[config.mk]
export PLATFORM = sky130hd
export DESIGN_NAME = ncdf_queue
export DESIGN_NICKNAME = d
export VERILOG_FILES = /design/src/rtl/ncdf_pkg.sv /design/src/rtl/ncdf_queue.sv
export SDC_FILE = /design/constraint.sdc
export NUM_CORES = 1
export LEC_CHECK = 0
export ABC_AREA = 1
export BUFFER_PORTS_ARGS = -buffer_cell sky130_fd_sc_hd__buf_2
export CAP_MARGIN = 30
export CELL_PAD_IN_SITES_DETAIL_PLACEMENT = 1
export CELL_PAD_IN_SITES_GLOBAL_PLACEMENT = 2
export CORE_ASPECT_RATIO = 0.5
export CORE_MARGIN = 2
export CORE_UTILIZATION = 37
export CTS_BUF_LIST = sky130_fd_sc_hd__clkbuf_16
export DETAILED_ROUTE_END_ITERATION = 16
export GPL_TIMING_DRIVEN = 0
export PLACE_DENSITY_LB_ADDON = 0.1
export SYNTH_ARGS = -nofsm -noshare
export SYNTH_HDL_FRONTEND = slang
export SYNTH_SLANG_ARGS = --single-unit
[constraint.sdc]
create_clock -name clk_i -period 3.2 [get_ports clk_i]
set_clock_uncertainty 0.2 [all_clocks]
set_input_delay 0.64 -clock clk_i [delete_from_list [all_inputs] [get_ports clk_i]]
set_output_delay 0.64 -clock clk_i [all_outputs]
set_load 0.1 [all_outputs]
[src/rtl/ncdf_pkg.sv]
package ncdf_pkg;

  localparam logic [7:0]  DATE_BYTES = 8'd15;
  localparam logic [9:0]  POS_MAX    = 10'd1023;
  localparam logic [7:0]  COUNT_MAX  = 8'd255;
  localparam logic [15:0] CRC_INIT   = 16'hFFFF;
  localparam int          NUM_CFG    = 7;
  localparam int          NUM_COUNTED = 6;

  localparam logic [2:0] CAT_INCOMING = 3'd0;
  localparam logic [2:0] CAT_MISSED   = 3'd1;
  localparam logic [2:0] CAT_SMS      = 3'd2;
  localparam logic [2:0] CAT_EMAIL    = 3'd3;
  localparam logic [2:0] CAT_SOCIAL   = 3'd4;
  localparam logic [2:0] CAT_SCHEDULE = 3'd5;
  localparam logic [2:0] CAT_OTHER    = 3'd6;

  localparam logic [2:0] CFG_INCOMING       = 3'd0;
  localparam logic [2:0] CFG_INCOMING_COUNT = 3'd1;
  localparam logic [2:0] CFG_MISSED         = 3'd2;
  localparam logic [2:0] CFG_SMS            = 3'd3;
  localparam logic [2:0] CFG_EMAIL          = 3'd4;
  localparam logic [2:0] CFG_SOCIAL         = 3'd5;
  localparam logic [2:0] CFG_SCHEDULE       = 3'd6;

  typedef struct packed {
    logic [15:0] msg_crc;
    logic [15:0] stamp_crc;
    logic [2:0]  cat;
    logic        bad;
    logic        enabled;
    logic        check;
  } req_t;

  // CRC-16/CCITT, poly 0x1021, one byte per call
  function automatic logic [15:0] crc_byte(input logic [15:0] crc, input logic [7:0] b);
    logic [15:0] c;
    c = {crc[7:0], crc[15:8]};
    c[7:0] = c[7:0] ^ b;
    c = c ^ {12'd0, c[7:4]};
    c = c ^ {c[3:0], 12'd0};
    c = c ^ {3'd0, c[7:0], 5'd0};
    return c;
  endfunction

endpackage

[src/rtl/ncdf_queue.sv]
module ncdf_queue (
  input  logic           clk_i,
  input  logic           rst_ni,
  input  logic           push_i,
  input  ncdf_pkg::req_t push_data_i,
  input  logic           pop_i,
  output ncdf_pkg::req_t pop_data_o,
  output logic           full_o,
  output logic           empty_o
);
  import ncdf_pkg::*;

  req_t       slot_q [2];
  logic       wr_ptr_q, rd_ptr_q;
  logic [1:0] cnt_q;

  always_ff @(posedge clk_i) begin
    if (push_i) begin
      slot_q[wr_ptr_q] <= push_data_i;
    end
  end

  always_ff @(posedge clk_i or negedge rst_ni) begin
    if (!rst_ni) begin
      wr_ptr_q <= 1'b0;
      rd_ptr_q <= 1'b0;
      cnt_q    <= '0;
    end else begin
      if (push_i) begin
        wr_ptr_q <= ~wr_ptr_q;
      end
      if (pop_i) begin
        rd_ptr_q <= ~rd_ptr_q;
      end
      if (push_i && !pop_i) begin
        cnt_q <= cnt_q + 2'd1;
      end else if (pop_i && !push_i) begin
        cnt_q <= cnt_q - 2'd1;
      end
    end
  end

  assign pop_data_o = slot_q[rd_ptr_q];
  assign full_o     = (cnt_q == 2'd2);
  assign empty_o    = (cnt_q == 2'd0);

endmodule

==> impl_metrics.env, run 1 <==
export IMPL_instances_no_fill=354
export IMPL_cp_depth=4
export IMPL_fillers=774
export IMPL_layout_commonest_cell="buf_2"
export IMPL_hold_class="input pin to flop"
export IMPL_rows=23
export IMPL_r2r_slack_ns=1.45
export IMPL_tightest_slew_ns=0.895
export IMPL_drv_cap=0
export IMPL_start_util_pct=37.8
export IMPL_clk_pin_slew_worst_paths_ns=0.06
export IMPL_synth_nets=186
export IMPL_fin_crit_ns=2.52
export IMPL_finalHoldViolations=0
export IMPL_pin_count=82
export IMPL_via_per_inst=4.32
export IMPL_fp_dieW_um=131
export IMPL_pre_cts_ws_ns=0.998
export IMPL_route_detailed_drc=0
export IMPL_cp_data_arrival_time_ns=1.68
export IMPL_grt_pass1_wl_mm=8.15
export IMPL_final_cell_mix="buf_2 (81), edfxtp_1 (76), mux2_2 (28), mux2_4 (10)"
export IMPL_antenna_left=0
export IMPL_clk_latency_ns=0.32
export IMPL_numCtsBuffers=9
export IMPL_synth_seq_cells=80
export IMPL_path_buf_inv=3
export IMPL_yosysUniqueCellTypes=15
export IMPL_r2r_end="slot_q[1][19]"
export IMPL_cts_root_buf="clkbuf_16"
export IMPL_first_pass_iters=4
export IMPL_cp_cell_sequence="buf_6 -> buf_8 -> mux2_4 -> buf_2"
export IMPL_grt_max_degree=39
export IMPL_syn_inst=143
export IMPL_htreeDepth=3
export IMPL_dieArea_mm2=0.00887
export IMPL_finalSetupTns_ns=0
export IMPL_drtIter0Drc=59
export IMPL_rr_worst_depth=2
export IMPL_synth_avg_cell_area_um2=20.9
export IMPL_syn_cell_area_mm2=0.00300
export IMPL_worstPathRequired_ns=2.36
export IMPL_gp_congestion=0.663
export IMPL_yosysWarnings=0
export IMPL_core_area_mm2=0.00791
export IMPL_cpLargestDelayFamily="buffers and inverters"
export IMPL_grt_setup_unrepaired="false"
export IMPL_finalSetupViolations=0
export IMPL_post_cts_resized=0
export IMPL_dpl_hpwl_mm=3.35
export IMPL_crit_path_end="pop_data_o[21]"
export IMPL_slew_viol_final=0
export IMPL_num_vias=1531
export IMPL_clockBufferDepth=2
export IMPL_diodes=0
export IMPL_cp_start_kind="flop"
export IMPL_nets=280
export IMPL_ys_seq_area_share_pct=79.5
export IMPL_outcome="finished, final reports clean"
export IMPL_critPathLaunch="rd_ptr_q"
export IMPL_setup_ws_ns=0.676
export IMPL_clock_fmax_mhz=396
export IMPL_overflow=0
export IMPL_path_class="flop to output port"
export IMPL_die_height_um=67.6
export IMPL_post_route_period_util_pct=78.9
export IMPL_cp_slowest_cell="dfrtp_1"
export IMPL_layout_drive_gt1_share_pct=57.0
export IMPL_crit_fanout=10
export IMPL_cp_slowest_stage_delay_ns=0.39
export IMPL_grt_pass1_vias=1666
export IMPL_drt_total_wl_mm=5.19
export IMPL_cts_sinks=80
export IMPL_slew_limit_headroom_pct=40.3
export IMPL_rr_startpoint="wr_ptr_q"
export IMPL_antenna_found_initial=0
export IMPL_cts_tree="yes"
export IMPL_dp_cells=337
export IMPL_crit_path_end_kind="output port"
export IMPL_grt_util_all_layers_pct=12.6
export IMPL_syn_to_final_growth_pct=29.7
export IMPL_io_buffers=81
export IMPL_final_util_pct=49.1
export IMPL_wl_per_cell_um=14.7
## how the worst min path moves through the flow
stage	startpoint	cells after the start	to
floorplan	rst_ni	0	cnt_q[0]
global placement	rst_ni	1	cnt_q[1]
detailed placement	rst_ni	1	cnt_q[1]
CTS	push_data_i[35]	1	slot_q[1][35]
global route	push_data_i[6]	1	slot_q[0][6]
finish	push_data_i[1]	1	slot_q[1][1]
## what timing repair did
item / CTS / global route
hold buffers: 1 / 0
setup buffers: 0 / 0
endpoints found under the hold margin: 4 / 0
## registers in the layout, summed over array words and instances (netlist names)
register  count
slot_q       76
cnt_q         2
rd_ptr_q      1
wr_ptr_q      1
## cells in the mapped netlist (all sizes together)
cell | count | area share, %
buf | 4 | 1.4
dfrtp | 4 | 3.3
xnor2 | 1 | 0.29
mux2 | 38 | 16
edfxtp | 76 | 76
nand2 | 5 | 0.63
nor2 | 3 | 0.38
nand4 | 1 | 0.21
nand3 | 1 | 0.17
ha | 1 | 0.42
xor2 | 2 | 0.58
inv | 7 | 0.88
## layout make-up
class | count | area [um^2] | area share [%]
clock inverters | 7 | 80.1 | 2.06
multi-input cells | 52 | 553 | 14.2
clock buffers | 9 | 225 | 5.80
plain buffers | 4 | 41.3 | 1.06
repair buffers | 83 | 435 | 11.2
flip-flops and latches | 80 | 2380 | 61.3
inverters | 7 | 26.3 | 0.677
well taps | 112 | 140 | 3.61
## kinds of logic after synthesis
family / after synthesis / synth area share [%]
mux: 38 / 15.5
flops: 80 / 79.5
buf+inv: 11 / 2.26
xor+xnor: 3 / 0.877
fa+ha+maj: 1 / 0.418
simple gates: 10 / 1.38
## metal layers
layer	global-route usage, %	part of all wire [%]	up-vias
met3	6.16	6.8	11
met2	21.1	48	49
li1	-	-	734
met5	0	0	-
met4	6.11	2.1	0
met1	13.8	43	737
## per-stage QoR
stage               hold slack, ns  instance area, um^2
floorplan                    0.144                 3000
global placement             0.253                 3540
detailed placement           0.255                 3570
CTS                          0.282                 3880
global route                 0.279                 3880
finish                       0.295                 3880
Power of run 1 is left out: the tool's default activity adds up to more than one toggle a clock period on the data nets, which glitch-free logic cannot reach.
==> run 2: changes to the inputs <==
--- a/config.mk
+++ b/config.mk
@@ -5,14 +5,14 @@
 export SDC_FILE = /design/constraint.sdc
 export NUM_CORES = 1
 export LEC_CHECK = 0
-export ABC_AREA = 1
+export ABC_AREA = 0
 export BUFFER_PORTS_ARGS = -buffer_cell sky130_fd_sc_hd__buf_2
 export CAP_MARGIN = 30
 export CELL_PAD_IN_SITES_DETAIL_PLACEMENT = 1
 export CELL_PAD_IN_SITES_GLOBAL_PLACEMENT = 2
 export CORE_ASPECT_RATIO = 0.5
 export CORE_MARGIN = 2
-export CORE_UTILIZATION = 37
+export CORE_UTILIZATION = 34
 export CTS_BUF_LIST = sky130_fd_sc_hd__clkbuf_16
 export DETAILED_ROUTE_END_ITERATION = 16
 export GPL_TIMING_DRIVEN = 0
==> constraint.sdc (replaced) <==
create_clock -name clk_i -period 2.2 [get_ports clk_i]
set_clock_uncertainty 0.2 [all_clocks]
set_input_delay 0.44 -clock clk_i [delete_from_list [all_inputs] [get_ports clk_i]]
set_output_delay 0.44 -clock clk_i [all_outputs]
set_load 0.1 [all_outputs]
==> run 2 against run 1 <==
  * Cell area grew 6.5%
  * Hold slack worse by 0.20 ns
  * Via count rose by 1.0%
  * Die area grew 7.7%
  * Global-route usage down 0.44 points
  * Synthesized cell count decreased by 6.3%
  * Wire length is 0.37% higher
  * Register-to-register slack got worse by 0.96 ns
  * Non-clock buffer count grew 2
  * Flip-flop and latch count unchanged
  * Cell count is 0.56% lower
  * Critical path depth unchanged
  * Highest routed layer unchanged
==> impl_metrics.env, run 2 <==
export IMPL_ys_top_cells_by_count="edfxtp_1 (76), mux2_2 (28), mux2_4 (10)"
export IMPL_fp_dieW_um=136
export IMPL_layout_drive_gt1_share_pct=61.3
export IMPL_cts_tree="yes"
export IMPL_synth_area_leaders="edfxtp_1 (77%), mux2_2 (11%), mux2_4 (5.0%)"
export IMPL_cp_slowest_stage_delay_ns=0.44
export IMPL_grt_max_degree=22
export IMPL_die_height_um=70.2
export IMPL_synth_most_common_cell="edfxtp_1"
export IMPL_overflow=0
export IMPL_slew_limit_headroom_pct=57.6
export IMPL_cp_cell_sequence="buf_6 -> buf_12 -> mux2_4 -> buf_12"
export IMPL_post_route_period_util_pct=99.6
export IMPL_synth_seq_cells=80
export IMPL_layout_commonest_cell="edfxtp_1"
export IMPL_grt_pass1_vias=1672
export IMPL_tightest_slew_ns=0.635
export IMPL_fin_crit_ns=2.19
export IMPL_placed_area_mm2=0.00360
export IMPL_path_class="flop to output port"
export IMPL_synth_async_sr_flop_share_pct=5.00
export IMPL_outcome="finished, final reports clean"
export IMPL_top_register="slot_q"
export IMPL_cpLargestDelayFamily="buffers and inverters"
export IMPL_slew_viol_final=0
export IMPL_dieArea_mm2=0.00956
export IMPL_crit_top_cell="buf_12"
export IMPL_grt_setup_unrepaired="true"
export IMPL_gp_congestion=0.614
export IMPL_pin_count=82
export IMPL_synth_ff_type="edfxtp_1"
export IMPL_first_pass_iters=4
export IMPL_cts_root_buf="clkbuf_16"
export IMPL_hold_class="input pin to flop"
export IMPL_dpl_hpwl_mm=3.48
export IMPL_cts_setup_buffers=0
export IMPL_finalSetupViolations=0
export IMPL_numCtsBuffers=9
export IMPL_grt_util_all_layers_pct=12.1
export IMPL_crit_path_end_kind="output port"
export IMPL_clock_fmax_mhz=456
export IMPL_clockBufferDepth=2
export IMPL_synth_nets=177
export IMPL_fin_area_mm2=0.00414
export IMPL_cp_data_arrival_time_ns=1.55
export IMPL_core_area_mm2=0.00859
export IMPL_rows=24
export IMPL_synth_avg_cell_area_um2=22.2
export IMPL_clk_latency_ns=0.32
export IMPL_path_buf_inv=3
export IMPL_finalHoldViolations=0
export IMPL_route_detailed_drc=0
export IMPL_cp_start_kind="flop"
export IMPL_drt_total_wl_mm=5.21
export IMPL_final_cell_mix="edfxtp_1 (76), buf_2 (44), mux2_2 (28), buf_4 (27), buf_12 (11)"
export IMPL_worstPathRequired_ns=1.56
export IMPL_yosysUniqueCellTypes=14
export IMPL_wl_per_cell_um=14.8
export IMPL_clk_pin_slew_worst_paths_ns=0.06
export IMPL_syn_cell_area_mm2=0.00298
export IMPL_cts_sinks=80
export IMPL_synth_top_cell_by_area="edfxtp_1"
export IMPL_cp_slowest_cell="dfrtp_2"
export IMPL_largest_reg_flops=76
export IMPL_num_vias=1547
export IMPL_syn_to_final_growth_pct=39.0
export IMPL_via_per_inst=4.39
export IMPL_drv_cap=0
export IMPL_synth_edf_count=76
export IMPL_grt_pass1_wl_mm=8.34
export IMPL_htreeDepth=3
export IMPL_drtIter0Drc=48
export IMPL_antenna_found_initial=0
export IMPL_nets=273
export IMPL_antenna_left=0
export IMPL_ys_seq_area_share_pct=80.1
export IMPL_yosysWarnings=0
export IMPL_netlist_area_leader_share_pct=76.7
export IMPL_start_util_pct=34.6
export IMPL_syn_inst=134
export IMPL_top_regs="slot_q (76), cnt_q (2)"
export IMPL_diodes=0
export IMPL_crit_fanout=10
export IMPL_io_buffers=81
run 2: changes by cell type after synthesis:
cell | previous run | this run
xor2_1 | 2 | 4
and2_1 | 0 | 1
nand2_1 | 5 | 0
nor2_1 | 3 | 2
nand4_1 | 1 | 0
inv_1 | 7 | 1
nor2b_1 | 0 | 2
nand3_1 | 1 | 0
run 2: kinds of logic after synthesis:
group | count (synthesis) | synth area share [%]
XOR/XNOR | 5 | 1.47
adder cells (fa/ha/maj) | 1 | 0.420
buffers and inverters | 5 | 1.51
flip-flops | 80 | 80.1
multiplexers | 38 | 15.6
AND/OR/NAND/NOR | 5 | 0.883
run 2: layout make-up:
type                            instances  area, um^2
Sequential cell                        80        2380
Tap cell                              117         146
Clock buffer                            9         225
Inverter                                1        3.75
Buffer                                  4        50.0
Multi-Input combinational cell         49         562
Fill cell                             822        4450
Timing Repair Buffer                   85         703
Clock inverter                          7        62.6
run 2: metrics by stage:
stage / worst slack (ns) / hold slack (ns) / cells / setup TNS (ns) / util, %
final: 0.00927 / 0.0997 / 352 / 0 / 48.2
after detailed placement: 0.198 / 0.0562 / 334 / 0 / 41.9
after floorplan: 0.125 / -0.0556 / 134 / 0 / -
after CTS: -0.0236 / 0.0839 / 352 / -0.306 / 48.0
after global routing: -0.0440 / 0.0815 / 352 / -0.808 / 48.2
after global placement: -0.672 / 0.0532 / 332 / -43.87 / 41.2
run 2: per-layer routing:
layer  wire length (um)  vias up  GRT usage, %
met5                  0        -             0
li1                   -      718             -
met2               2690       50          19.7
met1               2080      772          13.7
met4                 73        0          5.44
met3                367        7          5.52
run 2: final timing paths:
path	from	endpoint	slack [ns]	cells past startpoint
hold / removal	push_data_i[8]	slot_q[0][8]	0.1	1
hold reg to reg	cnt_q[1]	cnt_q[1]	0.31	1
min in group asynchronous	rst_ni	cnt_q[1]	0.25	2
setup / recovery	rd_ptr_q	pop_data_o[16]	0.009	4
max in group asynchronous	rst_ni	rd_ptr_q	1.41	2
setup reg to reg	wr_ptr_q	slot_q[0][23]	0.49	2
run 2: repair_timing:
action,CTS,global route
endpoints found under the setup margin,38,34
gates resized for setup,70,3
endpoints found under the hold margin,4,0
gates cloned,1,0
hold buffers,1,0
Power of run 2 is left out for the same reason.
==> run 3: changes to the inputs <==
--- a/config.mk
+++ b/config.mk
@@ -6,6 +6,7 @@
 export NUM_CORES = 1
 export LEC_CHECK = 0
 export ABC_AREA = 0
+export ABC_CLOCK_PERIOD_IN_PS = 2200
 export BUFFER_PORTS_ARGS = -buffer_cell sky130_fd_sc_hd__buf_2
 export CAP_MARGIN = 30
 export CELL_PAD_IN_SITES_DETAIL_PLACEMENT = 1
==> constraint.sdc (replaced) <==
create_clock -name clk_i -period 2.2 [get_ports clk_i]
set_clock_uncertainty 0.2 [all_clocks]
set_input_delay 0.22 -clock clk_i [delete_from_list [all_inputs] [get_ports clk_i]]
set_output_delay 0.22 -clock clk_i [all_outputs]
set_load 0.1 [all_outputs]
==> run 3 against run 2 <==
  * Hold slack got worse by 0.082 ns
  * Die area unchanged
  * Clock-buffer cell count unchanged
  * Global-route usage rose by 0.61 points
  * Critical path depth is the same
  * Cell area increased by 4.5%
  * Utilization grew 2.2 points
  * Non-clock buffer count rose by 39
  * Worst setup slack gained 0.092 ns
  * Register-to-register slack better by 0.04 ns
  * Highest routed layer unchanged
==> impl_metrics.env, run 3 (same netlist as run 2, synthesis figures left out) <==
export IMPL_cts_root_buf="clkbuf_16"
export IMPL_rr_startpoint="wr_ptr_q"
export IMPL_outcome="finished, final reports clean"
export IMPL_layout_drive_gt1_share_pct=51.5
export IMPL_top_regs="slot_q (76), cnt_q (2)"
export IMPL_post_route_period_util_pct=95.4
export IMPL_route_detailed_drc=0
export IMPL_drv_cap=0
export IMPL_grt_setup_unrepaired="false"
export IMPL_clock_fmax_mhz=477
export IMPL_overflow=0
export IMPL_grt_util_all_layers_pct=12.7
export IMPL_fp_dieW_um=136
export IMPL_grt_max_degree=24
export IMPL_post_cts_resized=0
export IMPL_r2r_slack_ns=0.53
export IMPL_cts_tree="yes"
export IMPL_start_util_pct=34.6
export IMPL_pin_count=82
export IMPL_cp_data_arrival_time_ns=1.68
export IMPL_tightest_slew_ns=0.555
export IMPL_layout_commonest_cell="buf_2"
export IMPL_io_buffers=81
export IMPL_drtIter0Drc=71
export IMPL_cp_start_kind="flop"
export IMPL_largest_reg_flops=76
export IMPL_htreeDepth=3
export IMPL_gp_congestion=0.624
export IMPL_die_height_um=70.2
export IMPL_rows=24
export IMPL_grt_pass1_vias=1830
export IMPL_antenna_left=0
export IMPL_wl_per_cell_um=14.0
export IMPL_top_register="slot_q"
export IMPL_clk_latency_ns=0.33
export IMPL_grt_pass1_wl_mm=8.87
export IMPL_clk_pin_slew_worst_paths_ns=0.06
export IMPL_rr_worst_depth=2
export IMPL_numCtsBuffers=9
export IMPL_clockBufferDepth=2
export IMPL_placed_area_mm2=0.00358
export IMPL_crit_fanout=10
export IMPL_path_class="flop to output port"
export IMPL_hold_class="input pin to async pin"
export IMPL_finalHoldViolations=0
export IMPL_worstPathRequired_ns=1.78
export IMPL_fin_area_mm2=0.00432
export IMPL_num_vias=1664
export IMPL_core_area_mm2=0.00859
export IMPL_r2r_end="slot_q[0][23]"
export IMPL_drt_total_wl_mm=5.46
export IMPL_finalSetupTns_ns=0
export IMPL_fin_crit_ns=2.10
export IMPL_dpl_hpwl_mm=3.62
export IMPL_final_cell_mix="buf_2 (81), edfxtp_1 (76), dlygate4sd3_1 (41), mux2_2 (28), mux2_4 (10)"
export IMPL_crit_path_end_kind="output port"
export IMPL_syn_to_final_growth_pct=45.3
export IMPL_cts_setup_buffers=0
export IMPL_nets=312
export IMPL_hold_ws_ns=0.0176
export IMPL_antenna_found_initial=0
export IMPL_cts_sinks=80
export IMPL_via_per_inst=4.26
export IMPL_dieArea_mm2=0.00956
export IMPL_ctsHoldBuffers=41
export IMPL_slew_limit_headroom_pct=62.9
export IMPL_finalSetupViolations=0
export IMPL_first_pass_iters=4
export IMPL_diodes=0
export IMPL_slew_viol_final=0
-- run 3: final cells by class --
class                   instances  area, um^2
plain buffers                   4        41.3
well taps                     117         146
clock buffers                   9         225
inverters                       1        3.75
multi-input cells              49         557
fillers                       838        4270
repair buffers                124         856
clock inverters                 7         111
flip-flops and latches         80        2380
-- run 3: worst max path at each step --
stage	start	to	slack [ns]	cells past startpoint
2_1_floorplan	cnt_q[0]	full_o	0.03	1
3_3_place_gp	wr_ptr_q	slot_q[0][24]	-0.48	1
3_5_place_dp	rd_ptr_q	pop_data_o[17]	0.42	4
4_1_cts	rd_ptr_q	pop_data_o[17]	0.06	4
5_1_grt	rd_ptr_q	pop_data_o[19]	0.02	4
6_report	rd_ptr_q	pop_data_o[17]	0.10	4
-- run 3: layer usage --
layer	vias to the layer above	track usage, %	part of all wire [%]
met3	12	3.92	4.5
met1	810	13.8	40
li1	792	-	-
met4	0	6.25	2.2
met2	50	22.7	53
met5	-	0	0
-- run 3: critical path: stages (launching register included) --
cell and delay (ns):
dfrtp_1 0.39, buf_6 0.18, buf_8 0.17, mux2_4 0.30, buf_2 0.29
-- run 3: per-stage QoR --
| step | util, % | worst slack [ns] | std cells |
|---|---|---|---|
| floorplan | - | 0.0269 | 134 |
| global placement | 41.1 | -0.476 | 332 |
| detailed placement | 41.6 | 0.417 | 334 |
| CTS | 50.3 | 0.0566 | 391 |
| global route | 50.3 | 0.0182 | 391 |
| finish | 50.3 | 0.102 | 391 |
Power of run 3 is left out for the same reason.
