## src/rtl/ncdf_pkg.sv

```systemverilog
package ncdf_pkg;

  localparam logic [7:0]  DATE_BYTES = 8'd15;
  localparam logic [9:0]  POS_MAX    = 10'd1023;
  localparam logic [7:0]  COUNT_MAX  = 8'd255;
  localparam logic [15:0] CRC_INIT   = 16'hFFFF;
  localparam int          NUM_CFG    = 7;
  localparam int          NUM_COUNTED = 6;

  localparam logic [2:0] CAT_INCOMING = 3'd0;
  localparam logic [2:0] CAT_MISSED   = 3'd1;
  localparam logic [2:0] CAT_SMS      = 3'd2;
  localparam logic [2:0] CAT_EMAIL    = 3'd3;
  localparam logic [2:0] CAT_SOCIAL   = 3'd4;
  localparam logic [2:0] CAT_SCHEDULE = 3'd5;
  localparam logic [2:0] CAT_OTHER    = 3'd6;

  localparam logic [2:0] CFG_INCOMING       = 3'd0;
  localparam logic [2:0] CFG_INCOMING_COUNT = 3'd1;
  localparam logic [2:0] CFG_MISSED         = 3'd2;
  localparam logic [2:0] CFG_SMS            = 3'd3;
  localparam logic [2:0] CFG_EMAIL          = 3'd4;
  localparam logic [2:0] CFG_SOCIAL         = 3'd5;
  localparam logic [2:0] CFG_SCHEDULE       = 3'd6;

  typedef struct packed {
    logic [15:0] msg_crc;
    logic [15:0] stamp_crc;
    logic [2:0]  cat;
    logic        bad;
    logic        enabled;
    logic        check;
  } req_t;

  // CRC-16/CCITT, poly 0x1021, one byte per call
  function automatic logic [15:0] crc_byte(input logic [15:0] crc, input logic [7:0] b);
    logic [15:0] c;
    c = {crc[7:0], crc[15:8]};
    c[7:0] = c[7:0] ^ b;
    c = c ^ {12'd0, c[7:4]};
    c = c ^ {c[3:0], 12'd0};
    c = c ^ {3'd0, c[7:0], 5'd0};
    return c;
  endfunction

endpackage

```

## src/rtl/ncdf_front.sv

```systemverilog
module ncdf_front (
  input  logic                clk_i,
  input  logic                rst_ni,
  input  logic                accept_i,
  input  logic [7:0]          data_byte_i,
  input  logic [2:0]          category_i,
  input  logic                last_byte_i,
  input  logic                cfg_we_i,
  input  logic [2:0]          cfg_index_i,
  input  logic                cfg_data_i,
  output logic                push_o,
  output ncdf_pkg::req_t      req_o
);
  import ncdf_pkg::*;

  logic [NUM_CFG-1:0] cfg_q;
  logic [15:0] msg_crc_q, msg_crc_d, stamp_crc_q, stamp_crc_d;
  logic [9:0]  pos_q;
  logic [7:0]  title_q, body_q, dlen_q, title_d, body_d, dlen_d;
  logic [10:0] total_old, dstart, total_new, pos_next;
  logic        upd_msg, upd_date, bad, enabled;

  always_ff @(posedge clk_i or negedge rst_ni) begin
    if (!rst_ni) begin
      cfg_q <= '1;
    end else if (cfg_we_i && ({29'd0, cfg_index_i} < 32'(NUM_CFG))) begin
      cfg_q[cfg_index_i] <= cfg_data_i;
    end
  end

  always_comb begin
    title_d = (pos_q == 10'd1) ? data_byte_i : title_q;
    body_d  = (pos_q == 10'd2) ? data_byte_i : body_q;
    dlen_d  = (pos_q == 10'd3) ? data_byte_i : dlen_q;
    total_old = 11'd4 + {3'd0, title_q} + {3'd0, body_q} + {3'd0, dlen_q};
    dstart    = 11'd4 + {3'd0, title_q} + {3'd0, body_q};
    total_new = 11'd4 + {3'd0, title_d} + {3'd0, body_d} + {3'd0, dlen_d};
    pos_next  = {1'b0, pos_q} + 11'd1;
    upd_msg  = (pos_q < 10'd4) || ({1'b0, pos_q} < total_old);
    upd_date = (pos_q >= 10'd4) && ({1'b0, pos_q} >= dstart) &&
               ({1'b0, pos_q} < dstart + {3'd0, DATE_BYTES});
    msg_crc_d   = upd_msg  ? crc_byte(msg_crc_q, data_byte_i)   : msg_crc_q;
    stamp_crc_d = upd_date ? crc_byte(stamp_crc_q, data_byte_i) : stamp_crc_q;
    bad = (pos_q < 10'd3) || (pos_next < total_new) ||
          ((category_i != CAT_INCOMING) && (dlen_d != DATE_BYTES));
    case (category_i)
      CAT_INCOMING: enabled = cfg_q[CFG_INCOMING] && cfg_q[CFG_INCOMING_COUNT];
      CAT_MISSED:   enabled = cfg_q[CFG_MISSED];
      CAT_SMS:      enabled = cfg_q[CFG_SMS];
      CAT_EMAIL:    enabled = cfg_q[CFG_EMAIL];
      CAT_SOCIAL:   enabled = cfg_q[CFG_SOCIAL];
      CAT_SCHEDULE: enabled = cfg_q[CFG_SCHEDULE];
      default:      enabled = 1'b1;
    endcase
  end

  always_ff @(posedge clk_i or negedge rst_ni) begin
    if (!rst_ni) begin
      msg_crc_q   <= CRC_INIT;
      stamp_crc_q <= CRC_INIT;
      pos_q       <= '0;
      title_q     <= '0;
      body_q      <= '0;
      dlen_q      <= '0;
    end else if (accept_i) begin
      if (last_byte_i) begin
        msg_crc_q   <= CRC_INIT;
        stamp_crc_q <= CRC_INIT;
        pos_q       <= '0;
        title_q     <= '0;
        body_q      <= '0;
        dlen_q      <= '0;
      end else begin
        msg_crc_q   <= msg_crc_d;
        stamp_crc_q <= stamp_crc_d;
        if (pos_q < POS_MAX) begin
          pos_q <= pos_q + 10'd1;
        end
        title_q <= title_d;
        body_q  <= body_d;
        dlen_q  <= dlen_d;
      end
    end
  end

  assign push_o          = accept_i && last_byte_i;
  assign req_o.msg_crc   = msg_crc_d;
  assign req_o.stamp_crc = stamp_crc_d;
  assign req_o.cat       = category_i;
  assign req_o.bad       = bad;
  assign req_o.enabled   = enabled;
  assign req_o.check     = !bad && enabled && (category_i != CAT_INCOMING);

endmodule

```

## config.mk

```make
export PLATFORM = sky130hd
export DESIGN_NAME = ncdf_front
export DESIGN_NICKNAME = d
export VERILOG_FILES = /design/src/rtl/ncdf_pkg.sv /design/src/rtl/ncdf_front.sv
export SDC_FILE = /design/constraint.sdc
export NUM_CORES = 1
export LEC_CHECK = 0
export CAP_MARGIN = 30
export CORE_MARGIN = 2
export CORE_UTILIZATION = 66
export DETAILED_ROUTE_END_ITERATION = 10
export DONT_BUFFER_PORTS = 1
export HOLD_SLACK_MARGIN = 0.06
export PLACE_DENSITY = 0.93
export SLEW_MARGIN = 20
export SYNTH_ARGS = -nofsm -noshare
export SYNTH_HDL_FRONTEND = slang
export SYNTH_SLANG_ARGS = --single-unit
```

## constraint.sdc

```tcl
create_clock -name clk_i -period 8.15 [get_ports clk_i]
set_input_delay 1.2225 -clock clk_i [delete_from_list [all_inputs] [get_ports clk_i]]
set_output_delay 1.2225 -clock clk_i [all_outputs]
set_load 0.05 [all_outputs]
```

==> qor.yml, run 1 <==
status: "finished clean"
crit_path_start_kind: "register"
crit_arrival_ns: 6.43
core_area_mm2: 0.0104
cts_made_buffers: 9
timing.rr.start: "title_q[1]$_DFFE_PN0P_"
critPathSlowestCell: "dfrtp_1"
switching_share: 0.541
worstSetupPathType: "reg -> out"
grt_max_degree: 74
die_h_um: 107
areaGrowthSynthToFinish_pct: 3.05
p_leak_nw: 3.25
intPower_w: 0.00111
grt_pass1_wl_um: 29700
hold_slack_ns: 0.532
ys_ff_latch: 73
fmax_ghz: 0.131
cts_max_path_buffers: 2
fin_nets: 841
vias_per_cell: 6.93
synth_enable_flop_cells: 0
place_congestion: 0.899
fin_crit_sh: 0.939
syn_inst: 755
maxCapViolations: 0
yosys_warnings: 0
start_util: 0.681
slew_viol_final: 0
antenna_found_initial: 0
switchingPower_w: 0.00131
gr-usage-all-layers: 0.327
dr.pass1.iters: 5
finalSetupViolCount: 0
setup-tns-final_ns: 0
drtIter0Drc: 721
synth_top_area_frac: 0.145
ys_top_cells_by_area: "dfstp_2 (15%), ha_1 (14%), dfrtp_1 (12%), xnor2_1 (6.7%), mux2_1 (6.5%)"
wl_um: 18400
avgSynthCellArea_um2: 9.35
ant_nets: 0
syn_area_mm2: 0.00706
cp_cell_sequence: "nor4_4 > and2_1 > nand2_1 > mux2_1 > fa_1 > fa_1 > ha_1 > inv_1 > fa_1 > inv_1 > a21oi_1 > o21bai_1 > a21o_1 > a21oi_1 > xor2_1 > ha_1 > a2111oi_0 > o21ai_0 > a41oi_1 > o31ai_1 > o211ai_1"
drc: 0
hp-start: "stamp_crc_q[3]$_DFFE_PN1P_"
clkPwrFrac: 0.110
finalHoldViolations: 0
syn_nets: 866
synth_top_cell_by_area: "dfstp_2"
cpMostUsedCell: "fa_1"
peakVddDrop_uv: 450
clk-insertion-delay-late_ns: 0.37
ios: 59
p_per_area_mw_per_mm2: 333
root_buffer: "clkbuf_8"
wire_per_inst_um: 21.1
yosys_most_used_dff: "dfstp_2"
crit_fanout: 17
numClockSinks: 73
fin_skew_ns: 0.0113
p_seq_frac: 0.240
grt_pass1_vias: 5889
drive_above_1_share: 0.106
n_antenna_cell: 0
ctsHoldBuffers: 0
synthDistinctLibCells: 60
grt-ovfl-total: 0
combPwrFrac: 0.650
slew_headroom: 0.311
cp-end-kind: "output pin"
clkTransAtPathRegs_ns: 0.08
rsz0062_at_grt: "no"
postCtsSetupRepairBufs: 0
ys_seq_area_frac: 0.266
synth.most_common_cell: "ha_1"
dpl.hpwl_um: 13500
htree_levels: 3
die_area_mm2: 0.0115
fin_ws_ns: 0.499
vias: 6034
port_buffers: 0
rows: 37
yosys-top-cells-count: "ha_1 (80), nor2_1 (75), xnor2_1 (54)"
finalPower_w: 0.00242
worstMarginPinSlew_ns: 1.03
place_ws_ns: 0.894
die_w_um: 107
cts_tree: "done"
cp-startpoint: "pos_q[8]$_DFFE_PN0P_"
synth_async_sr_flop_share: 1.00
cpPeakStageDelay_ns: 0.51
fin_crit_ns: 7.65
critPathRequiredTime_ns: 6.93
min_path_type: "reg -> reg"
[kinds of logic after synthesis]
logic type	Yosys count	synth area share
compound gates	192	0.197
simple gates	166	0.116
fa+ha+maj	91	0.173
buf+inv	90	0.0509
xor+xnor	81	0.100
flops	73	0.266
mux	62	0.0968
[power groups by stage]
stage	registers (W)	logic (W)	clock network [W]
detailed placement	0.000583	0.00154	0
CTS	0.000577	0.00156	0.000265
floorplan	0.000553	0.00130	0
finish	0.000582	0.00157	0.000265
global route	0.000591	0.00170	0.000282
global placement	0.000573	0.00149	0
[registers in the layout (all words and copies together), names as in the netlist]
signal       count
msg_crc_q       16
pos_q           10
dlen_q           8
body_q           8
stamp_crc_q     16
cfg_q            7
title_q          8
[metal layers]
layer  vias up  track usage  wire, um  share of wire
met5         -            0         0              0
met4         0        0.144       707          0.038
met3        61       0.0666      1420          0.077
met2       323        0.519      8760           0.48
met1      2939        0.433      7480           0.41
li1       2711            -         -              -
[placed cells by master, fill, tap and decap left out, types with 15 or more instances in the layout]
| cell | count |
|---|---|
| a211oi_1 | 46 |
| a21oi_1 | 25 |
| a22oi_1 | 17 |
| dfrtp_1 | 34 |
| dfstp_2 | 39 |
| ha_1 | 80 |
| inv_1 | 41 |
| mux2_1 | 41 |
| mux2i_1 | 15 |
| nand2_1 | 28 |
| nor2_1 | 75 |
| nor4_1 | 16 |
| o2bb2ai_1 | 19 |
| xnor2_1 | 54 |
| xor2_1 | 27 |
[worst paths after layout]
path,to,slack [ns],cells after the start
max,req_o[2],0.50,21
min,stamp_crc_q[3]$_DFFE_PN1P_,0.53,2
max reg2reg,msg_crc_q[14]$_DFFE_PN1P_,2.79,18
min reg2reg,stamp_crc_q[3]$_DFFE_PN1P_,0.53,2
max in group asynchronous,stamp_crc_q[3]$_DFFE_PN1P_,7.38,0
min in group asynchronous,body_q[1]$_DFFE_PN0P_,0.55,0
[timing repair]
action / in CTS / in global routing
gates resized for setup: 0 / 1
setup endpoints to repair: 0 / 1
hold endpoints to repair: 0 / 0
[cell type report]
cell class / instances / area, um2
multi-input combinational: 592 / 4830
fill: 753 / 3090
sequential: 73 / 1880
inverter: 46 / 173
tap: 136 / 170
clock buffer: 10 / 128
timing repair buffer: 8 / 60.1
clock inverter: 6 / 41.3
[critical path, delay by kind of cell, from the launching register on]
kind            cells  cell delay [ns]
compound gates      9             1.76
mux                 1             0.49
flops               1             0.51
simple gates        3             1.23
buf+inv             2             0.12
fa+ha+maj           5             1.78
xor+xnor            1             0.15
[stage by stage]
step                      cell area, um2  std cells  utilization
after floorplan                     7060        755            -
after global placement              7090        853        0.684
after detailed placement            7100        855        0.685
after CTS                           7270        871        0.701
after global routing                7280        871        0.702
final                               7280        871        0.702
Note: power is estimated with default switching activity, not from simulation.
==> run 2, diff against run 1 <==
clock period = 7.25 ns   (was 8.15 ns; I/O delays follow)
==> qor.yml, run 2 (synthesized netlist as in run 1, its figures left out) <==
root_buffer: "clkbuf_8"
place_congestion: 0.945  # +5.1%
dr.pass1.iters: 7  # +2
critPathSlowestCell: "dfrtp_2"
endpoint: "req_o[2]"
gr-usage-all-layers: 0.336  # +0.00908
worstSetupPathType: "reg -> out"
drive_above_1_share: 0.125  # +0.0189
drc: 0  # unchanged
n_antenna_cell: 0  # unchanged
cp-end-kind: "output pin"
critPathRequiredTime_ns: 6.16  # -0.77 ns
numClockSinks: 73  # unchanged
finalSetupViolCount: 0  # unchanged
place_ws_ns: 0.546  # -0.348 ns
path_buf_inv: 4  # +2
grt-ovfl-total: 0  # unchanged
dpl.hpwl_um: 13500  # +0.22%
path_delay_family: "adder cells"
grt_max_degree: 74  # unchanged
layout_common_cells: "ha_1 (80), nor2_1 (75), xnor2_1 (54)"
areaGrowthSynthToFinish_pct: 5.16
peakVddDrop_uv: 507  # +13%
p_leak_nw: 3.33  # +2.5%
status: "finished clean"
fin_crit_ns: 6.91
slew_viol_final: 0  # unchanged
r2r_cells: 19  # +1
crit_fanout: 17  # unchanged
r2r_slack_ns: 2.01  # -0.78 ns
clk-insertion-delay-late_ns: 0.38  # about the same
vias: 6110  # +1.3%
ant_nets: 0  # unchanged
cp-startpoint: "pos_q[7]$_DFFE_PN0P_"
drtIter0Drc: 893  # +24%
maxCapViolations: 0  # unchanged
htree_levels: 3  # unchanged
fmax_ghz: 0.145
fin_ws_ns: 0.339  # -0.160 ns
vias_per_cell: 6.94  # +0.22%
ios: 59  # unchanged
antenna_found_initial: 0  # unchanged
critical_path_cell_count: 23  # +9.5%
slew_headroom: 0.316  # +0.00497
cts_max_path_buffers: 2  # unchanged
ctsHoldBuffers: 0  # unchanged
crit_path_start_kind: "register"
cts_tree: "done"
p_per_area_mw_per_mm2: 381  # +15%
nFillCells: 701  # -6.9%
cts_made_buffers: 9  # unchanged
rows: 37  # unchanged
worstMarginPinSlew_ns: 1.02  # -0.00268 ns
min_path_type: "in -> async"
cp_cell_sequence: "nor4_4 > and2_4 > nand2_1 > buf_4 > mux2_1 > fa_1 > fa_1 > ha_1 > inv_1 > fa_1 > inv_1 > a21oi_1 > o21bai_2 > a21o_1 > a21oi_1 > xor2_1 > ha_1 > a2111oi_1 > o21ai_0 > a41oi_1 > o31ai_1 > o211ai_1 > buf_4"
wl_um: 19000  # +3.4%
crit_arrival_ns: 5.82  # -0.61 ns
core_area_mm2: 0.0104  # unchanged
grt_pass1_wl_um: 30300  # +2.1%
die_h_um: 107  # unchanged
start_util: 0.681  # unchanged
fin_nets: 850  # +1.1%
fin_skew_ns: 0.0191  # +0.00779 ns
grt_pass1_vias: 6010  # +2.1%
die_area_mm2: 0.0115  # unchanged
clkTransAtPathRegs_ns: 0.09  # about the same
port_buffers: 0  # unchanged
cpMostUsedCell: "fa_1"
top_regs: "msg_crc_q: 16 flops, stamp_crc_q: 16 flops, pos_q: 10 flops"
fin_crit_sh: 0.953
wire_per_inst_um: 21.6  # +2.4%
timing.rr.start: "title_q[1]$_DFFE_PN0P_"
reg2reg_to: "msg_crc_q[14]$_DFFE_PN1P_"
finalHoldViolations: 0  # unchanged
final_common_cell: "ha_1"
cpPeakStageDelay_ns: 0.50  # about the same
dp.cells: 859  # +0.47%
final_cells: 880  # +1.0%
die_w_um: 107  # unchanged
## run 2: cell types whose count changed in the layout (fill, tap and decap cells not counted), moves of 2 or more
cell	before	now
buf_4	8	17
dfrtp_1	34	30
clkbuf_16	0	2
dfrtp_2	0	4
## run 2: stage by stage
stage / utilization / total power, W / TNS, ns / hold slack [ns] / area (um2)
6_report: 0.716 / 0.00283 / 0 / 0.411 / 7420
5_1_grt: 0.716 / 0.00299 / -0.00259 / 0.395 / 7420
4_1_cts: 0.711 / 0.00280 / 0 / 0.398 / 7370
3_5_place_dp: 0.688 / 0.00239 / 0 / 0.522 / 7130
3_3_place_gp: 0.688 / 0.00232 / 0 / 0.512 / 7130
2_1_floorplan: - / 0.00209 / 0 / 0.484 / 7060
## run 2: repair_timing
item	in CTS	in global routing
buffers inserted	0	4
gates resized for setup	0	8
setup endpoints to repair	0	2
## run 2: how the worst min path moves through the flow
stage	startpoint	to	slack, ns	depth (start not counted)
floorplan	dlen_q[0]$_DFFE_PN0P_	dlen_q[0]$_DFFE_PN0P_	0.48	1
global placement	msg_crc_q[12]$_DFFE_PN1P_	msg_crc_q[12]$_DFFE_PN1P_	0.51	2
detailed placement	msg_crc_q[6]$_DFFE_PN1P_	msg_crc_q[6]$_DFFE_PN1P_	0.52	1
CTS	rst_ni	dlen_q[0]$_DFFE_PN0P_	0.40	0
global route	rst_ni	dlen_q[2]$_DFFE_PN0P_	0.40	0
finish	rst_ni	body_q[2]$_DFFE_PN0P_	0.41	0
## run 2: power by group
part / internal [W] / total [W] / leakage [nW] / switching [W]
registers: 0.000545 / 0.000657 / 0.866 / 0.000112
clock network: 0.000212 / 0.000390 / 0.123 / 0.000178
logic: 0.000586 / 0.00178 / 2.34 / 0.00120
total: 0.00134 / 0.00283 / 3.33 / 0.00149
## run 2: final cells by class
class / count / area (um2) / share of cell area
multi-input combinational: 592 / 4830 / 0.651
sequential: 73 / 1880 / 0.253
clock buffer: 12 / 188 / 0.0253
inverter: 46 / 173 / 0.0233
tap: 136 / 170 / 0.0229
timing repair buffer: 17 / 128 / 0.0172
clock inverter: 4 / 52.6 / 0.00708
## run 2: metal layers
metal / vias up / wire (um) / global-route usage
met5: - / 0 / 0
met4: 0 / 819 / 0.154
met3: 90 / 1740 / 0.0866
met2: 365 / 9120 / 0.543
met1: 2924 / 7330 / 0.423
li1: 2731 / - / -
==> run 3, diff against run 2 <==
CORE_UTILIZATION = 70   (was 66)
PLACE_DENSITY = 0.86   (was 0.93)
clock period = 8.63 ns   (was 7.25 ns; I/O delays follow)
==> qor.yml, run 3 (synthesized netlist as in run 1, its figures left out) <==
die_w_um: 104  # -2.8%
finalHoldViolations: 0  # unchanged
vias_per_cell: 6.80  # -2.0%
min_path_type: "reg -> reg"
cpPeakStageDelay_ns: 0.58  # +0.08 ns
crit_fanout: 17  # unchanged
drtIter0Drc: 531  # -41%
fin_crit_sh: 0.896
dpl.hpwl_um: 13400  # -0.90%
met3_usage: 0.0764  # -0.0101
wl_um: 18200  # -4.5%
seqCellArea_mm2: 0.00188  # -0.27%
fin_skew_ns: 0.0200  # +0.000858 ns
ctsHoldBuffers: 0  # unchanged
grt_pass1_wl_um: 30400  # +0.34%
postCtsResizedCells: 0  # unchanged
areaGrowthSynthToFinish_pct: 3.07
p_per_area_mw_per_mm2: 314  # -18%
finalSetupViolCount: 0  # unchanged
rows: 36  # -2.7%
final_cells: 869  # -1.3%
drc: 0  # unchanged
ant_nets: 0  # unchanged
worstMarginPinSlew_ns: 1.01  # -0.0151 ns
cpMostUsedCell: "fa_1"
top_usage_layer: "met2"
worstSetupPathType: "reg -> out"
die_area_mm2: 0.0109  # -5.5%
critPathRequiredTime_ns: 7.34  # +1.18 ns
maxCapViolations: 0  # unchanged
crit_path_start_kind: "register"
top_regs: "msg_crc_q: 16 flops, stamp_crc_q: 16 flops, pos_q: 10 flops"
grt_pass1_vias: 5868  # -2.4%
fin_nets: 842  # -0.94%
dr.pass1.iters: 7  # unchanged
grt-ovfl-total: 0  # unchanged
gr-usage-all-layers: 0.345  # +0.00880
place_ws_ns: 1.39  # +0.846 ns
crit_arrival_ns: 6.44  # +0.62 ns
cts_max_path_buffers: 2  # unchanged
use_met2: 0.572  # +0.0285
grt_max_degree: 74  # unchanged
cts_made_buffers: 9  # unchanged
wire_per_inst_um: 20.9  # -3.3%
slew_viol_final: 0  # unchanged
cts_tree: "done"
grtUsageMet1: 0.453  # +0.0303
path_delay_family: "adder cells"
htree_levels: 3  # unchanged
ios: 59  # unchanged
postCtsSetupRepairBufs: 0  # unchanged
start_util: 0.722  # +0.0415
fin_crit_ns: 7.74
fin_ws_ns: 0.894  # +0.555 ns
multi_input_area_mm2: 0.00483  # -0.16%
final_common_cell: "ha_1"
dp.cells: 852  # -0.81%
critPathSlowestCell: "o2111a_1"
nFillCells: 696  # -0.71%
antenna_found_initial: 0  # unchanged
fmax_ghz: 0.129
die_h_um: 104  # -2.8%
status: "finished clean"
cp-end-kind: "output pin"
setup-tns-final_ns: 0  # unchanged
clk-insertion-delay-late_ns: 0.37  # about the same
path_buf_inv: 2  # -2
p_leak_nw: 3.26  # -2.3%
vias: 5911  # -3.3%
n_antenna_cell: 0  # unchanged
port_buffers: 0  # unchanged
numClockSinks: 73  # unchanged
root_buffer: "clkbuf_8"
place_congestion: 0.970  # +2.5%
rsz0062_at_grt: "no"
drive_above_1_share: 0.106  # -0.0190
slew_headroom: 0.326  # +0.0101
peakVddDrop_uv: 288  # -43%
cp_cell_sequence: "nor4_4 > and2_1 > nand2_1 > mux2_1 > fa_1 > fa_1 > ha_1 > inv_1 > fa_1 > inv_1 > a21oi_1 > o21bai_1 > a21o_1 > a21oi_1 > xor2_1 > ha_1 > a2111oi_0 > o21ai_0 > a41oi_1 > o31ai_1 > o2111a_1"
clkTransAtPathRegs_ns: 0.09  # about the same
core_area_mm2: 0.00977  # -5.7%
layout_common_cells: "ha_1 (80), nor2_1 (75), xnor2_1 (54)"
[run 3: cell types whose count changed in the layout (fill, tap and decap cells not counted), sizes merged]
cell and change:
inv +1, clkinv +1, clkinvlp +1, bufinv -1, clkbuf -2, buf -8
[run 3: report_power, final]
part	switching, W	leakage, nW	total [W]	internal [W]
Sequential	0.0000916	0.873	0.000550	0.000458
Combinational	0.000998	2.30	0.00149	0.000489
Clock	0.000142	0.0870	0.000247	0.000105
Total	0.00123	3.26	0.00228	0.00105
[run 3: cell type report]
type | instances | share of cell area
Tap cell | 133 | 0.0229
Sequential cell | 73 | 0.258
Timing Repair Buffer | 9 | 0.00928
Multi-Input combinational cell | 592 | 0.663
Inverter | 46 | 0.0237
Clock buffer | 10 | 0.0175
Clock inverter | 6 | 0.00567
[run 3: worst paths after layout]
| check | start | to | slack (ns) | cells past startpoint |
|---|---|---|---|---|
| hold reg to reg | msg_crc_q[6]$_DFFE_PN1P_ | msg_crc_q[6]$_DFFE_PN1P_ | 0.53 | 1 |
| hold / removal | msg_crc_q[6]$_DFFE_PN1P_ | msg_crc_q[6]$_DFFE_PN1P_ | 0.53 | 1 |
| min in group asynchronous | rst_ni | body_q[7]$_DFFE_PN0P_ | 0.62 | 0 |
| max in group asynchronous | rst_ni | cfg_q[2]$_DFFE_PN1P_ | 7.78 | 0 |
| setup / recovery | pos_q[8]$_DFFE_PN0P_ | req_o[0] | 0.89 | 21 |
| setup reg to reg | title_q[1]$_DFFE_PN0P_ | msg_crc_q[14]$_DFFE_PN1P_ | 3.59 | 19 |
[run 3: per-stage QoR]
stage | hold WS (ns) | util | power [W] | area, um2
finish | 0.531 | 0.744 | 0.00228 | 7280
global route | 0.544 | 0.744 | 0.00243 | 7280
CTS | 0.530 | 0.744 | 0.00227 | 7270
detailed placement | 0.519 | 0.726 | 0.00201 | 7100
global placement | 0.513 | 0.725 | 0.00195 | 7090
floorplan | 0.484 | - | 0.00175 | 7060
[run 3: routing by layer]
metal  routed length, um  up-vias
li1                    -     2702
met1                7450     2887
met2                8860      284
met3                1440       38
met4                 401        0
met5                   0        -
